## src/rtl/rtdt_pkg.sv

```systemverilog
// Shared types, status codes and calendar helpers for the RTC reading decoder.
// No dependencies; used by every module under rtl/.
`timescale 1ns / 1ps

package rtdt_pkg;

  localparam int QUEUE_DEPTH = 4;

  localparam logic [1:0] ST_OK   = 2'd0;
  localparam logic [1:0] ST_HALT = 2'd1;
  localparam logic [1:0] ST_H12  = 2'd2;
  localparam logic [1:0] ST_BAD  = 2'd3;

  localparam logic [10:0] MIN_PER_DAY = 11'd1440;
  localparam logic [31:0] SEC_PER_DAY = 32'd86400;

  typedef struct packed {
    logic [7:0]  seconds_reg;
    logic [7:0]  minutes_reg;
    logic [7:0]  hours_reg;
    logic [7:0]  date_reg;
    logic [7:0]  month_reg;
    logic [7:0]  weekday_reg;
    logic [7:0]  year_reg;
    logic [10:0] query_minute;
  } raw_t;

  typedef struct packed {
    logic [6:0] year;
    logic [2:0] wday;
    logic [3:0] mon;
    logic [4:0] day;
    logic [4:0] hour;
    logic [5:0] min;
    logic [5:0] sec;
  } held_t;

  typedef struct packed {
    logic [1:0]  status;
    logic        ok;
    held_t       held;
    logic [10:0] qmin;
  } entry_t;

  typedef struct packed {
    logic full;
    logic empty;
  } q_stat_t;

  // high nibble times ten plus low nibble, no digit check
  function automatic logic [7:0] bcd8(input logic [7:0] b);
    logic [7:0] hi;
    hi = {4'd0, b[7:4]};
    return 8'((hi << 3) + (hi << 1) + {4'd0, b[3:0]});
  endfunction

  function automatic logic [4:0] days_in_month(input logic leap, input logic [7:0] mon);
    logic [4:0] d;
    unique case (mon)
      8'd1, 8'd3, 8'd5, 8'd7, 8'd8, 8'd10, 8'd12: d = 5'd31;
      8'd4, 8'd6, 8'd9, 8'd11:                    d = 5'd30;
      8'd2:                                       d = leap ? 5'd29 : 5'd28;
      default:                                    d = 5'd0;
    endcase
    return d;
  endfunction

  function automatic logic [8:0] month_start(input logic [3:0] mon);
    logic [8:0] s;
    unique case (mon)
      4'd2:    s = 9'd31;
      4'd3:    s = 9'd59;
      4'd4:    s = 9'd90;
      4'd5:    s = 9'd120;
      4'd6:    s = 9'd151;
      4'd7:    s = 9'd181;
      4'd8:    s = 9'd212;
      4'd9:    s = 9'd243;
      4'd10:   s = 9'd273;
      4'd11:   s = 9'd304;
      4'd12:   s = 9'd334;
      default: s = 9'd0;
    endcase
    return s;
  endfunction

endpackage

```

## src/rtl/rtc_time_decode_timestamp.sv

```systemverilog
// Decodes one burst read of a BCD real-time clock per word into status, the held
// date/time, days and seconds since 2000-01-01 and the next timestamp at a query minute.
// The block takes one word per clock cycle for as long as the result side keeps
// taking words; an accepted reading passes through the queue, then the day count, the
// seconds multiply and the output register. The queue (QUEUE_DEPTH words) lets input
// keep flowing while a result waits.
// A halted clock or twelve-hour mode is rejected before the calendar check; a rejected
// reading keeps the held fields and gives day number 65535 and zero timestamps.
`timescale 1ns / 1ps

module rtc_time_decode_timestamp #(
  parameter int QUEUE_DEPTH = rtdt_pkg::QUEUE_DEPTH
) (
  input  logic         clk,
  input  logic         rst_n,
  input  logic         in_tvalid,
  output logic         in_tready,
  // seconds_reg[7:0], minutes_reg[15:8], hours_reg[23:16], date_reg[31:24],
  // month_reg[39:32], weekday_reg[47:40], year_reg[55:48], query_minute[66:56]
  input  logic [71:0]  in_tdata,
  output logic         out_tvalid,
  input  logic         out_tready,
  // held_second[5:0], held_minute[11:6], held_hour[16:12], held_day[21:17],
  // held_month[25:22], held_weekday[28:26], held_year_offset[35:29],
  // day_number[51:36], epoch_seconds[83:52], next_occurrence[115:84]
  output logic [119:0] out_tdata,
  // status[1:0], time_valid[2]
  output logic [2:0]   out_tuser
);

  rtdt_pkg::raw_t    raw;
  rtdt_pkg::entry_t  fe_entry;
  rtdt_pkg::entry_t  q_entry;
  rtdt_pkg::entry_t  res_entry;
  rtdt_pkg::q_stat_t q_stat;
  logic        push;
  logic        pop;
  logic [15:0] res_day_number;
  logic [31:0] res_epoch;
  logic [31:0] res_next;

  assign raw.seconds_reg  = in_tdata[7:0];
  assign raw.minutes_reg  = in_tdata[15:8];
  assign raw.hours_reg    = in_tdata[23:16];
  assign raw.date_reg     = in_tdata[31:24];
  assign raw.month_reg    = in_tdata[39:32];
  assign raw.weekday_reg  = in_tdata[47:40];
  assign raw.year_reg     = in_tdata[55:48];
  assign raw.query_minute = in_tdata[66:56];

  assign in_tready = !q_stat.full;
  assign push      = in_tvalid && in_tready;

  rtdt_front u_front (
    .clk   (clk),
    .rst_n (rst_n),
    .push  (push),
    .raw   (raw),
    .entry (fe_entry)
  );

  rtdt_queue #(
    .DEPTH (QUEUE_DEPTH)
  ) u_queue (
    .clk      (clk),
    .rst_n    (rst_n),
    .push     (push),
    .wr_entry (fe_entry),
    .pop      (pop),
    .rd_entry (q_entry),
    .stat     (q_stat)
  );

  rtdt_back u_back (
    .clk            (clk),
    .rst_n          (rst_n),
    .q_empty        (q_stat.empty),
    .q_entry        (q_entry),
    .pop            (pop),
    .out_ready      (out_tready),
    .out_valid      (out_tvalid),
    .res_entry      (res_entry),
    .res_day_number (res_day_number),
    .res_epoch      (res_epoch),
    .res_next       (res_next)
  );

  assign out_tuser = {res_entry.ok, res_entry.status};
  assign out_tdata = {4'd0, res_next, res_epoch, res_day_number,
                      res_entry.held.year, res_entry.held.wday, res_entry.held.mon,
                      res_entry.held.day, res_entry.held.hour, res_entry.held.min,
                      res_entry.held.sec};

`ifndef ASSERT_OFF
  a_valid_means_ok: assert property (@(posedge clk) disable iff (!rst_n)
    out_tvalid && out_tuser[2] |-> out_tuser[1:0] == rtdt_pkg::ST_OK)
    else $error("accepted reading reported with a failure status");

  a_reject_blanks: assert property (@(posedge clk) disable iff (!rst_n)
    out_tvalid && !out_tuser[2] |->
      out_tdata[51:36] == 16'hFFFF && out_tdata[83:52] == 32'd0 &&
      out_tdata[115:84] == 32'd0)
    else $error("rejected reading carries timestamps");

  a_ok_fields_in_range: assert property (@(posedge clk) disable iff (!rst_n)
    out_tvalid && out_tuser[2] |->
      out_tdata[16:12] <= 5'd23 && out_tdata[21:17] != 5'd0 &&
      out_tdata[25:22] != 4'd0 && out_tdata[25:22] <= 4'd12 &&
      out_tdata[35:29] >= 7'd20 && out_tdata[35:29] <= 7'd99)
    else $error("accepted reading holds fields outside the calendar");

  a_queue_not_both: assert property (@(posedge clk) disable iff (!rst_n)
    !(q_stat.full && q_stat.empty))
    else $error("queue reports full and empty at once");
`endif

endmodule

```

## src/rtl/rtdt_front.sv

```systemverilog
// Front end: classifies a raw reading, checks the calendar and keeps the held date/time.
// Depends on rtdt_pkg.
`timescale 1ns / 1ps

module rtdt_front (
  input  logic              clk,
  input  logic              rst_n,
  input  logic              push,
  input  rtdt_pkg::raw_t    raw,
  output rtdt_pkg::entry_t  entry
);

  rtdt_pkg::held_t held_r;
  rtdt_pkg::held_t held_nxt;
  rtdt_pkg::held_t dec;
  logic [7:0] s, mi, h, d, mo, w, y;
  logic       leap;
  logic       cal_ok;
  logic       ok;
  logic [1:0] status;

  always_comb begin
    s  = rtdt_pkg::bcd8(raw.seconds_reg & 8'h7F);
    mi = rtdt_pkg::bcd8(raw.minutes_reg & 8'h7F);
    h  = rtdt_pkg::bcd8(raw.hours_reg & 8'h3F);
    d  = rtdt_pkg::bcd8(raw.date_reg & 8'h3F);
    mo = rtdt_pkg::bcd8(raw.month_reg & 8'h1F);
    w  = rtdt_pkg::bcd8(raw.weekday_reg & 8'h07);
    y  = rtdt_pkg::bcd8(raw.year_reg);
    // only years 2020..2099 pass, where every fourth year is leap
    leap = (y[1:0] == 2'd0);
    cal_ok = (y >= 8'd20) && (y <= 8'd99) && (mo >= 8'd1) && (mo <= 8'd12) &&
             (d >= 8'd1) && (d <= {3'd0, rtdt_pkg::days_in_month(leap, mo)}) &&
             (h <= 8'd23) && (mi <= 8'd59) && (s <= 8'd59) &&
             (w >= 8'd1) && (w <= 8'd7);

    priority if (raw.seconds_reg[7]) begin
      status = rtdt_pkg::ST_HALT;
      ok     = 1'b0;
    end else if (raw.hours_reg[7]) begin
      status = rtdt_pkg::ST_H12;
      ok     = 1'b0;
    end else if (cal_ok) begin
      status = rtdt_pkg::ST_OK;
      ok     = 1'b1;
    end else begin
      status = rtdt_pkg::ST_BAD;
      ok     = 1'b0;
    end

    dec.sec  = s[5:0];
    dec.min  = mi[5:0];
    dec.hour = h[4:0];
    dec.day  = d[4:0];
    dec.mon  = mo[3:0];
    dec.wday = w[2:0];
    dec.year = y[6:0];

    held_nxt = (push && ok) ? dec : held_r;

    entry.status = status;
    entry.ok     = ok;
    entry.held   = ok ? dec : held_r;
    entry.qmin   = raw.query_minute;
  end

  always_ff @(posedge clk) begin
    if (!rst_n) begin
      held_r <= '0;
    end else begin
      held_r <= held_nxt;
    end
  end

endmodule

```

## src/rtl/rtdt_queue.sv

```systemverilog
// Short FIFO of classified words between the front end and the timestamp pipeline.
// Depends on rtdt_pkg.
`timescale 1ns / 1ps

module rtdt_queue #(
  parameter int DEPTH = rtdt_pkg::QUEUE_DEPTH
) (
  input  logic              clk,
  input  logic              rst_n,
  input  logic              push,
  input  rtdt_pkg::entry_t  wr_entry,
  input  logic              pop,
  output rtdt_pkg::entry_t  rd_entry,
  output rtdt_pkg::q_stat_t stat
);

  localparam int PW = (DEPTH > 1) ? $clog2(DEPTH) : 1;
  localparam int CW = $clog2(DEPTH + 1);
  localparam logic [PW-1:0] LAST = PW'(DEPTH - 1);
  localparam logic [CW-1:0] FULL_CNT = CW'(DEPTH);

  rtdt_pkg::entry_t slot_r [DEPTH];
  logic [PW-1:0] wr_ptr_r, wr_ptr_nxt;
  logic [PW-1:0] rd_ptr_r, rd_ptr_nxt;
  logic [CW-1:0] cnt_r, cnt_nxt;
  logic do_push, do_pop;

  always_comb begin
    stat.full  = (cnt_r == FULL_CNT);
    stat.empty = (cnt_r == '0);
    do_push = push && !stat.full;
    do_pop  = pop && !stat.empty;
    wr_ptr_nxt = do_push ? ((wr_ptr_r == LAST) ? '0 : wr_ptr_r + 1'b1) : wr_ptr_r;
    rd_ptr_nxt = do_pop  ? ((rd_ptr_r == LAST) ? '0 : rd_ptr_r + 1'b1) : rd_ptr_r;
    cnt_nxt = cnt_r;
    if (do_push && !do_pop) begin
      cnt_nxt = cnt_r + 1'b1;
    end else if (do_pop && !do_push) begin
      cnt_nxt = cnt_r - 1'b1;
    end
    rd_entry = slot_r[rd_ptr_r];
  end

  always_ff @(posedge clk) begin
    if (do_push) begin
      slot_r[wr_ptr_r] <= wr_entry;
    end
  end

  always_ff @(posedge clk) begin
    if (!rst_n) begin
      wr_ptr_r <= '0;
      rd_ptr_r <= '0;
      cnt_r    <= '0;
    end else begin
      wr_ptr_r <= wr_ptr_nxt;
      rd_ptr_r <= rd_ptr_nxt;
      cnt_r    <= cnt_nxt;
    end
  end

endmodule

```

## src/rtl/rtdt_back.sv

```systemverilog
// Back end: day count, seconds since 2000 and next occurrence in three registered steps.
// Depends on rtdt_pkg; ends in the output register of the result channel.
`timescale 1ns / 1ps

module rtdt_back (
  input  logic              clk,
  input  logic              rst_n,
  input  logic              q_empty,
  input  rtdt_pkg::entry_t  q_entry,
  output logic              pop,
  input  logic              out_ready,
  output logic              out_valid,
  output rtdt_pkg::entry_t  res_entry,
  output logic [15:0]       res_day_number,
  output logic [31:0]       res_epoch,
  output logic [31:0]       res_next
);

  logic en;

  // step 1: day number
  logic             s1_valid_r, s1_valid_nxt;
  rtdt_pkg::entry_t s1_entry_r;
  logic [15:0]      s1_dnum_r, s1_dnum_nxt;

  // step 2: day base in seconds, time of day, query seconds
  logic             s2_valid_r, s2_valid_nxt;
  rtdt_pkg::entry_t s2_entry_r;
  logic [15:0]      s2_dnum_r;
  logic [31:0]      s2_base_r, s2_base_nxt;
  logic [16:0]      s2_tod_r, s2_tod_nxt;
  logic [16:0]      s2_qsec_r, s2_qsec_nxt;
  logic             s2_qv_r, s2_qv_nxt;

  // step 3: output register
  logic             o_valid_r, o_valid_nxt;
  rtdt_pkg::entry_t o_entry_r;
  logic [15:0]      o_dnum_r, o_dnum_nxt;
  logic [31:0]      o_epoch_r, o_epoch_nxt;
  logic [31:0]      o_next_r, o_next_nxt;

  logic [6:0]  yr;
  logic [31:0] esec, nsec;

  always_comb begin
    en  = !o_valid_r || out_ready;
    pop = en && !q_empty;

    yr = q_entry.held.year;
    s1_valid_nxt = en ? pop : s1_valid_r;
    s1_dnum_nxt  = 16'(16'(yr) * 16'd365) + 16'((8'(yr) + 8'd3) >> 2)
                 + 16'(rtdt_pkg::month_start(q_entry.held.mon))
                 + 16'((q_entry.held.mon > 4'd2) && (yr[1:0] == 2'd0))
                 + 16'(q_entry.held.day) - 16'd1;

    s2_valid_nxt = en ? s1_valid_r : s2_valid_r;
    s2_base_nxt  = 32'(s1_dnum_r) * rtdt_pkg::SEC_PER_DAY;
    s2_tod_nxt   = 17'(17'(s1_entry_r.held.hour) * 17'd3600)
                 + 17'(17'(s1_entry_r.held.min) * 17'd60)
                 + 17'(s1_entry_r.held.sec);
    s2_qsec_nxt  = 17'(17'(s1_entry_r.qmin) * 17'd60);
    s2_qv_nxt    = (s1_entry_r.qmin < rtdt_pkg::MIN_PER_DAY);

    // next <= now exactly when query seconds <= time of day: roll to tomorrow
    esec = s2_base_r + 32'(s2_tod_r);
    nsec = s2_base_r + 32'(s2_qsec_r)
         + ((s2_qsec_r <= s2_tod_r) ? rtdt_pkg::SEC_PER_DAY : 32'd0);

    o_valid_nxt = en ? s2_valid_r : o_valid_r;
    o_dnum_nxt  = s2_entry_r.ok ? s2_dnum_r : 16'hFFFF;
    o_epoch_nxt = s2_entry_r.ok ? esec : 32'd0;
    o_next_nxt  = (s2_entry_r.ok && s2_qv_r) ? nsec : 32'd0;
  end

  always_ff @(posedge clk) begin
    if (!rst_n) begin
      s1_valid_r <= 1'b0;
      s2_valid_r <= 1'b0;
      o_valid_r  <= 1'b0;
    end else begin
      s1_valid_r <= s1_valid_nxt;
      s2_valid_r <= s2_valid_nxt;
      o_valid_r  <= o_valid_nxt;
    end
  end

  always_ff @(posedge clk) begin
    if (en) begin
      s1_entry_r <= q_entry;
      s1_dnum_r  <= s1_dnum_nxt;
      s2_entry_r <= s1_entry_r;
      s2_dnum_r  <= s1_dnum_r;
      s2_base_r  <= s2_base_nxt;
      s2_tod_r   <= s2_tod_nxt;
      s2_qsec_r  <= s2_qsec_nxt;
      s2_qv_r    <= s2_qv_nxt;
      o_entry_r  <= s2_entry_r;
      o_dnum_r   <= o_dnum_nxt;
      o_epoch_r  <= o_epoch_nxt;
      o_next_r   <= o_next_nxt;
    end
  end

  assign out_valid      = o_valid_r;
  assign res_entry      = o_entry_r;
  assign res_day_number = o_dnum_r;
  assign res_epoch      = o_epoch_r;
  assign res_next       = o_next_r;

endmodule

```

## config.mk

```make
export PLATFORM = sky130hd
export DESIGN_NAME = rtc_time_decode_timestamp
export DESIGN_NICKNAME = d
export VERILOG_FILES = /design/src/rtl/rtdt_pkg.sv /design/src/rtl/rtc_time_decode_timestamp.sv /design/src/rtl/rtdt_front.sv /design/src/rtl/rtdt_queue.sv /design/src/rtl/rtdt_back.sv
export SDC_FILE = /design/constraint.sdc
export NUM_CORES = 1
export LEC_CHECK = 0
export BUFFER_PORTS_ARGS = -buffer_cell sky130_fd_sc_hd__buf_2
export CAP_MARGIN = 20
export CORE_ASPECT_RATIO = 1.4
export CORE_MARGIN = 2
export CORE_UTILIZATION = 40
export CTS_CLUSTER_DIAMETER = 120
export DETAILED_ROUTE_END_ITERATION = 10
export PLACE_DENSITY = 0.55
export SKIP_CTS_REPAIR_TIMING = 1
export SLEW_MARGIN = 30
export SYNTH_ARGS = -nofsm -noshare
export SYNTH_HDL_FRONTEND = slang
export SYNTH_SLANG_ARGS = --single-unit
```

## constraint.sdc

```tcl
create_clock -name clk -period 12.28 [get_ports clk]
set_input_delay 1.228 -clock clk [delete_from_list [all_inputs] [get_ports clk]]
set_output_delay 1.228 -clock clk [all_outputs]
set_load 0.01 [all_outputs]
```

==> out/summary.md <==
Final hold slack: 0.419 ns. TritonCTS built the clock tree. After synthesis, the share of flip-flops with an asynchronous set or reset is 0%. The synthesized netlist contains 71 unique library cells. The highest clock rate is 149 MHz. Once placement completed, the tool counted placed cells totaling 3305.

In the global route stage, overall resource usage came out at 15.4%. The detailed-route wire length per cell is 17.2 µm, and the area growth from synthesis to layout is 12.9%. After the first detailed-routing iteration, the DRC count stood at 763.

The critical path launch point type is a flip-flop. Share of layout cells above drive strength 1: 15.6%. For the remaining global-route overflow, the log shows 0. The iteration count of the initial detailed-routing pass was 5; the number of nets in the layout was 2886. At the end of routability-driven placement, the weighted congestion stood at 0.911.

The routed design has 58600 µm of wire. In this run, synthesis produced a sequential element count of 541. 0 antenna diodes ended up in the layout. The count of cells in the finished layout, fillers not included, comes to 3404. By startpoint and endpoint, the worst setup path is classified as flip-flop to flip-flop. The delay contributed by the slowest stage of the critical path is 0.62 ns, and the number of fill cells is 6663.

The tools report the clock root buffer master as clkbuf_16. At the pin with the least slew margin, the transition time is 0.903 ns. The tools report the proportion of synthesized chip area in sequential cells as 52.6%.

The clock transition time at the flip-flop clock pins of the worst setup and hold paths works out to 0.07 ns. The run gives 39.4% as the tightest slew margin relative to the limit. The tools report the clock skew as 0.0244 ns. The library cell contributing the largest single delay on the critical path was buf_4.

Across the whole layout, storage elements account for 15800 µm². For the setup-violating endpoint count in the final report, the log shows 0. For the setup TNS, the log shows 0 ns. The worst hold-check path type was flip-flop to flip-flop. The number of I/O pins was 201. The flow ran to the end, and the final reports show no timing, DRC or antenna violations. The die area is 77100 µm².

The standard cell area after detailed placement was 31900 µm². The startpoint of the worst hold path was u_back.s1_entry_r[49]. The run gives 12.63 ns as the required time of the critical path. Walking the worst path, the cells encountered are buf_4 > mux2i_1 > nand2_1 > o21ai_0 > ha_1 > nand2b_1 > a31o_2 > fa_1 > fa_1 > fa_1 > inv_1 > fa_1 > fa_1 > inv_1 > ha_1 > o21a_1 > o31a_1 > o211ai_1 > nand2_1 > a31o_2 > o41ai_1 > xnor2_1. Using the TritonRoute via totals, the vias-per-cell ratio works out to 4.93. The region available for standard cell placement spans 74100 µm².

The synthesized design contains 493 enable-type register cells. The number of global-route vias before repair was 17700; the insertion delay of the later-clocked pin in the worst-skew pair was 0.62 ns. The cell area that synthesis handed to floorplanning was 29900 µm². Once the floorplan was initialized, standard cells occupied 40.4% of the core.

Entering global routing, the biggest net connects 193 pins. For the number of placement rows, the log shows 118. From bottom edge to top edge, the die measures 328 µm. The quantity of I/O buffers inserted on ports came out at 177.

On the critical path the largest part of the delay comes from adder cells. The initial antenna violation count came out at 6. The clock passes through at most 3 buffers. In this run the mean area of a mapped cell was 13.6 µm².

The number of nets still failing antenna checks after routing was 0. Cell area after layout: 33800 µm². The clock period could shrink to 6.69 ns. For the wire length of the first global-routing pass, the log shows 94200 µm.

The tools report the number of standard cells after synthesis as 2203. The number of clock buffers added by TritonCTS is 53. The count of clock tree sinks was 541; the H-tree depth was 2. The arrival time of the worst setup path was 7.04 ns.

The total number of yosys warnings is 0, and the die width is 235 µm. The number of pins exceeding their max-slew limit in the final report was 0. For this run, design rule violations remaining after detail routing come to 0. The worst path uses 54.5% of the clock period.

Area of the multi-input gates: 12900 µm². The final hold violation count was 0. Detailed placement finished with a half-perimeter wire length of 43000 µm.

Kind of end point of the critical path: a flip-flop. In this run the worst path has a maximum fanout of 50. In the synthesized netlist the dominant register cell turns out to be edfxtp_1. The overall via count from detail_route is 16800. The critical path's most frequent cell is fa_1. Setup repair after global routing left no endpoint under its margin. The count of maximum capacitance violations is 0. Count of buffering cells on the critical path with inverters included: 3.
-- layout by cell type (no fill, tap or decap), drive strengths merged, types with 21 or more instances in the layout --
master / count
a21o: 37
a21oi: 75
and2: 27
and3: 27
buf: 186
clkbuf: 59
clkinv: 25
dfxtp: 48
edfxtp: 493
fa: 117
ha: 292
inv: 289
mux2: 37
mux2i: 44
mux4: 49
nand2: 131
nand2b: 31
nand3: 21
nor2: 69
nor2b: 22
o21a: 21
o21ai: 50
xnor2: 78
xor2: 46
-- synth_stat cells, types with 4 or more instances --
| master | count | area, µm² |
|---|---|---|
| a2111oi_0 | 5 | 43.8 |
| a211oi_1 | 7 | 52.6 |
| a21boi_0 | 10 | 75.1 |
| a21o_1 | 36 | 270 |
| a21oi_1 | 75 | 375 |
| a31o_2 | 5 | 43.8 |
| a31oi_1 | 5 | 31.3 |
| and2_1 | 27 | 169 |
| and3_1 | 26 | 163 |
| buf_1 | 7 | 26.3 |
| buf_2 | 5 | 25.0 |
| buf_4 | 6 | 45.0 |
| clkbuf_1 | 27 | 101 |
| dfxtp_1 | 48 | 961 |
| edfxtp_1 | 493 | 14800 |
| fa_1 | 117 | 2340 |
| ha_1 | 292 | 3650 |
| inv_1 | 288 | 1080 |
| mux2_2 | 11 | 124 |
| mux2_4 | 26 | 390 |
| mux2i_1 | 44 | 440 |
| mux4_2 | 49 | 1100 |
| nand2_1 | 131 | 492 |
| nand2b_1 | 31 | 194 |
| nand3_1 | 21 | 105 |
| nand4_1 | 6 | 37.5 |
| nor2_1 | 69 | 259 |
| nor2b_1 | 22 | 138 |
| nor3_1 | 19 | 95.1 |
| nor3b_1 | 6 | 45.0 |
| nor4_1 | 6 | 37.5 |
| o2111ai_1 | 4 | 35.0 |
| o211ai_1 | 10 | 75.1 |
| o21a_1 | 21 | 158 |
| o21ai_0 | 50 | 250 |
| o21bai_1 | 9 | 67.6 |
| o31ai_1 | 7 | 52.6 |
| or3_1 | 11 | 68.8 |
| xnor2_1 | 78 | 683 |
| xor2_1 | 45 | 394 |
-- cell families (layout without fill, tap and decap cells) --
| family | Yosys count | after routing | share of synthesized area [%] |
|---|---|---|---|
| AND/OR/NAND/NOR | 391 | 391 | 6.48 |
| other | 1 | 6 | 0.0125 |
| multiplexers | 130 | 130 | 6.87 |
| adder cells (fa/ha/maj) | 409 | 409 | 20.0 |
| buffers and inverters | 336 | 572 | 4.38 |
| AO/OA/AOI/OAI | 271 | 271 | 5.94 |
| XOR/XNOR | 124 | 124 | 3.65 |
| flip-flops | 541 | 541 | 52.6 |
-- per-stage QoR --
step	worst slack [ns]	utilization [%]
floorplan	2.72	-
global placement	5.55	43.1
detailed placement	5.50	43.1
CTS	5.49	45.6
global route	5.18	45.6
finish	5.59	45.6
-- routing by layer --
metal,track usage [%],routed length (µm),up-vias
li1,-,-,8231
met1,17.9,23900,8153
met2,28.8,30600,295
met3,2.41,2060,94
met4,5.50,1930,4
met5,0,25,-
-- layout make-up --
| cell class | instances | share of cell area [%] |
|---|---|---|
| Timing Repair Buffer | 186 | 2.91 |
| Inverter | 288 | 3.22 |
| Sequential cell | 541 | 46.6 |
| Tap cell | 960 | 3.55 |
| Clock inverter | 39 | 1.43 |
| Multi-Input combinational cell | 1331 | 38.2 |
| Clock buffer | 59 | 4.05 |
-- worst paths after layout --
| path | endpoint | slack (ns) | depth (start not counted) |
|---|---|---|---|
| hold / removal | u_back.s2_entry_r[49] | 0.42 | 0 |
| setup reg to reg | u_back.s1_dnum_r[14] | 5.59 | 22 |
| hold reg to reg | u_back.s2_entry_r[49] | 0.42 | 0 |
| setup / recovery | u_back.s1_dnum_r[14] | 5.59 | 22 |
-- sequential cells by signal (all words and copies together), names as in the netlist, named ones only --
| name | count |
|---|---|
| u_queue.slot_r | 200 |
| u_back.s1_entry_r | 50 |
| u_back.res_entry | 39 |
| u_back.s2_entry_r | 37 |
| u_front.held_r | 36 |
| u_back.res_epoch | 32 |
| u_back.res_next | 30 |
| u_back.s2_base_r | 24 |
| u_back.s2_tod_r | 17 |
| u_back.res_day_number | 16 |
| u_back.s1_dnum_r | 16 |
| u_back.s2_dnum_r | 16 |
| u_back.s2_qsec_r | 15 |
| u_queue.cnt_r | 3 |
| u_queue.rd_ptr_r | 2 |
| u_queue.wr_ptr_r | 2 |
| u_back.out_valid | 1 |
| u_back.s1_valid_r | 1 |
| u_back.s2_qv_r | 1 |
| u_back.s2_valid_r | 1 |
Power is not shown: default switching activity piles up to over one toggle a cycle in this logic, so the estimate is an artifact.
